--- src/rtl/core/kpd_div.sv ---
// kpd_div: restoring unsigned divider, one quotient bit per cycle.
// Used for the shared-fraction quotient. No package dependencies.
module kpd_div #(
	parameter int unsigned CW = 16
) (
	input  logic             clk,
	input  logic             arst_n,
	input  logic             start,
	input  logic [CW+15:0]   dividend,
	input  logic [CW-1:0]    divisor,
	output logic             done,
	output logic [CW+15:0]   quotient
);

	localparam int unsigned DW = CW + 16;
	localparam int unsigned CNT_W = $clog2(DW);
	localparam logic [CNT_W-1:0] LAST = CNT_W'(DW - 1);

	logic [CW:0]      rem_q;
	logic [DW-1:0]    quo_q;
	logic [CNT_W-1:0] cnt_q;
	logic             run_q;
	logic             done_q;
	logic [CW:0]      rem_sh;
	logic             ge;

	// shift one dividend bit into the partial remainder and try to subtract
	assign rem_sh = {rem_q[CW-1:0], quo_q[DW-1]};
	assign ge = rem_sh >= {1'b0, divisor};

	always_ff @(posedge clk or negedge arst_n) begin
		if (!arst_n) begin
			rem_q  <= '0;
			quo_q  <= '0;
			cnt_q  <= '0;
			run_q  <= 1'b0;
			done_q <= 1'b0;
		end else begin
			done_q <= 1'b0;
			if (start) begin
				rem_q <= '0;
				quo_q <= dividend;
				cnt_q <= '0;
				run_q <= 1'b1;
			end else if (run_q) begin
				rem_q <= ge ? (rem_sh - {1'b0, divisor}) : rem_sh;
				quo_q <= {quo_q[DW-2:0], ge};
				cnt_q <= cnt_q + 1'b1;
				if (cnt_q == LAST) begin
					run_q  <= 1'b0;
					done_q <= 1'b1;
				end
			end
		end
	end

	assign done = done_q;
	assign quotient = quo_q;

endmodule
--- config.mk ---
export PLATFORM = sky130hd
export DESIGN_NAME = kpd_div
export DESIGN_NICKNAME = d
export VERILOG_FILES = /design/src/rtl/core/kpd_div.sv
export SDC_FILE = /design/constraint.sdc
export NUM_CORES = 1
export LEC_CHECK = 0
export BUFFER_PORTS_ARGS = -buffer_cell sky130_fd_sc_hd__buf_2
export CORE_UTILIZATION = 49
export CTS_CLUSTER_DIAMETER = 30
export DETAILED_ROUTE_END_ITERATION = 16
export PLACE_DENSITY_LB_ADDON = 0.08
export SLEW_MARGIN = 25
export SYNTH_ARGS = -nofsm -noshare
export SYNTH_HDL_FRONTEND = slang
export SYNTH_SLANG_ARGS = --single-unit
--- constraint.sdc ---
create_clock -name clk -period 3.3 [get_ports clk]
set_input_delay 0.33 -clock clk [delete_from_list [all_inputs] [get_ports clk]]
set_output_delay 0.33 -clock clk [all_outputs]
set_load 0.01 [all_outputs]
==> impl_metrics.toml <==
[outcome]
outcome = "finished clean"

[yosys]
synth_warnings = 0
synth_area_um2 = 3507
ys_ff_latch = 55
async_flop_share_pct = 100.0
syn_nets = 437
syn_avg_cell_area_um2 = 9.556
synth_cells = 367
synth_ff_type = "dfrtp_1"
synth_edf_count = 0
ys_types = 52
synth_seq_area_share_pct = 39.24

[drt]
vias = 2855
viasPerCell = 5.297
wl_per_cell_um = 13.98
drc = 0
detail-route-antenna-nets = 0
detail_route.iter0.violations = 98
drt_wl_total_um = 7536
dr.pass1.iters = 4

[pwr]
seqPwrFrac_pct = 53.8
clkPwrFrac_pct = 28.0
p_per_area_nw_per_um2 = 339.9
p_leak_uw = 0.002277
switching_share_pct = 29.32
switching_power_uw = 406.5
internal_power_uw = 980.1
vdd_drop_max_mv = 0.1846
p_comb_share_pct = 18.2

[cells_and_area]
fin_nets = 512
layout_commonest_cell = "buf_2"
final_cell_mix = "buf_2, dfrtp_1, nand2_1, mux2i_1, o21ai_0"
drive_above_1_share_pct = 26.19
fillers = 647
stdcell_count = 539
antennaDiodeCount = 0
syn2layout_area_growth_pct = 16.30

[sta]
skew_ns = 0.003767
fin_crit_ns = 2.635
setup_tns_ns = 0
slew_viol_final = 0
setup_ws_ns = 0.6647
finalCritPeriodShare_pct = 79.86
hold_violations = 0
rsz0062_at_grt = "false"
maxSlewHeadroom_pct = 41.98
worst_pin_slew_ns = 0.8704
finalSetupViolations = 0
hold_ws_ns = 0.1210
max_freq_mhz = 379.5

[cts]
cts_hold_buf = 0
path_clk_slew_ns = 0.10
cts.path.max_buffers = 2
clockRootBuffer = "clkbuf_8"
cts_setup_buffers = 0
cts-buffers-inserted = 5
clock_sinks = 55
h-tree-depth = 2
cts_resized = 0
cts_tree = "done"
clock_latency_ns = 0.31

[global_route]
grt_pass1_vias = 2643
grt_pass1_wl_um = 12670
grt_overflow = 0
antenna_found_initial = 0
grt_max_degree = 77
grt_usage_pct = 21.63

[critical_path]
cp.required_ns = 3.53
end_kind = "flop"
crit_path_frequent_cell = "a211oi_2"
worstSetupPathType = "reg2reg"
startpoint_type = "flop"
critical-path-top-delay-family = "compound AO/OA/AOI/OAI gates"
path_max_fanout = 6
cpPeakStageDelay_ns = 0.41
crit_buf_inv = 0
arrival_ns = 2.86
path_cells = "ha_1 > a21o_1 > a211oi_2 > nor3b_2 > a22o_1 > mux2_4 > a211oi_2"
critPathSlowestCell = "dfrtp_1"

[flow_run]
cap_violations = 0

[floorplan]
initial_core_util_pct = 51.06
die_w_um = 86.60
rows = 30
die_h_um = 86.60
core_area_um2 = 6869
io-pin-count = 84
die-area_um2 = 7500

[placement]
dp_hpwl_um = 5544
io_buffers = 83
gp_congestion = 0.8263
pre_cts_ws_ns = 0.6100
dp_cells = 531

[worst_hold_path]
hold_path_class = "in2async"
==> sequential cells by signal (all words and copies together) (netlist names) <==
register	cells
done	1
cnt_q	5
run_q	1
rem_q	16
quotient	32
==> power by group through the flow <==
stage | Combinational, uW | Clock [uW] | Sequential, uW
floorplan | 131 | 0 | 771
global placement | 251 | 0 | 758
detailed placement | 255 | 0 | 759
CTS | 256 | 401 | 746
global route | 284 | 432 | 753
finish | 252 | 389 | 745
==> worst reg2reg max path: cells and delay by family (launching register included) <==
family                     cells  cell delay (ns)
AOI/OAI and AO/OA              4             1.14
adders and majority gates      1             0.34
DFF                            1             0.41
muxes                          1             0.34
and+or+nand+nor                1             0.33
==> cells by family after synthesis <==
group | share of synthesized area (%)
AOI/OAI and AO/OA | 17.73
muxes | 12.84
adders and majority gates | 6.993
xor gates and xnor gates | 3.496
DFF | 39.24
buffers and inverters | 4.852
and+or+nand+nor | 14.84
==> metal layers <==
| metal | global-route usage [%] | vias to the layer above | part of all wire, % |
|---|---|---|---|
| met4 | 5.909 | 0 | 1.1 |
| li1 | - | 1442 | - |
| met3 | 4.095 | 8 | 3.3 |
| met5 | 0 | - | 0 |
| met1 | 29.75 | 1349 | 48 |
| met2 | 34.99 | 56 | 48 |
==> stage by stage <==
step / total power, uW / cell area, um2 / utilization [%]
final: 1387 / 4079 / 59.38
after global routing: 1469 / 4079 / 59.38
after CTS: 1403 / 4079 / 59.38
after detailed placement: 1014 / 3990 / 58.09
after global placement: 1010 / 3990 / 58.09
after floorplan: 902.8 / 3507 / -
==> cell type report <==
class / count / area, um2 / share of cell area [%]
multi-input combinational: 271 / 1961 / 48.07
sequential: 55 / 1378 / 33.77
timing repair buffer: 88 / 452.9 / 11.10
tap: 96 / 120.1 / 2.945
inverter: 21 / 78.83 / 1.933
clock buffer: 6 / 72.57 / 1.779
clock inverter: 2 / 16.27 / 0.3988
==> path summary, 6_finish.rpt <==
check                               end  cells past startpoint    startpoint  slack [ns]
max in group asynchronous  quotient[25]                      2        arst_n        2.41
min                           rem_q[13]                      1        arst_n        0.12
max                            rem_q[1]                      7     rem_q[13]        0.66
min in group clk           quotient[18]                      3  dividend[18]        0.21
max reg2reg                    rem_q[1]                      7     rem_q[13]        0.66
min reg2reg                    cnt_q[3]                      2      cnt_q[3]        0.55
==> Yosys cell counts (3+ instances only) <==
| cell | instances | share of area, % |
|---|---|---|
| o21a_1 | 3 | 0.64 |
| a311oi_2 | 3 | 1.3 |
| a211oi_1 | 10 | 2.1 |
| ha_1 | 18 | 6.4 |
| mux2i_1 | 42 | 12 |
| dfrtp_1 | 55 | 39 |
| inv_1 | 21 | 2.2 |
| nor3_1 | 3 | 0.43 |
| a21o_1 | 3 | 0.64 |
| nor2_1 | 29 | 3.1 |
| and3_1 | 4 | 0.71 |
| a31oi_1 | 3 | 0.54 |
| xnor2_1 | 7 | 1.7 |
| nand3_2 | 3 | 0.86 |
| nand4_1 | 3 | 0.54 |
| nand2_1 | 46 | 4.9 |
| clkbuf_1 | 17 | 1.8 |
| a21oi_1 | 9 | 1.3 |
| a211oi_2 | 3 | 1.1 |
| o21ai_0 | 37 | 5.3 |
| nand3_1 | 5 | 0.71 |
| xor2_1 | 7 | 1.7 |
No activity file was read; power rests on OpenSTA's default activity.
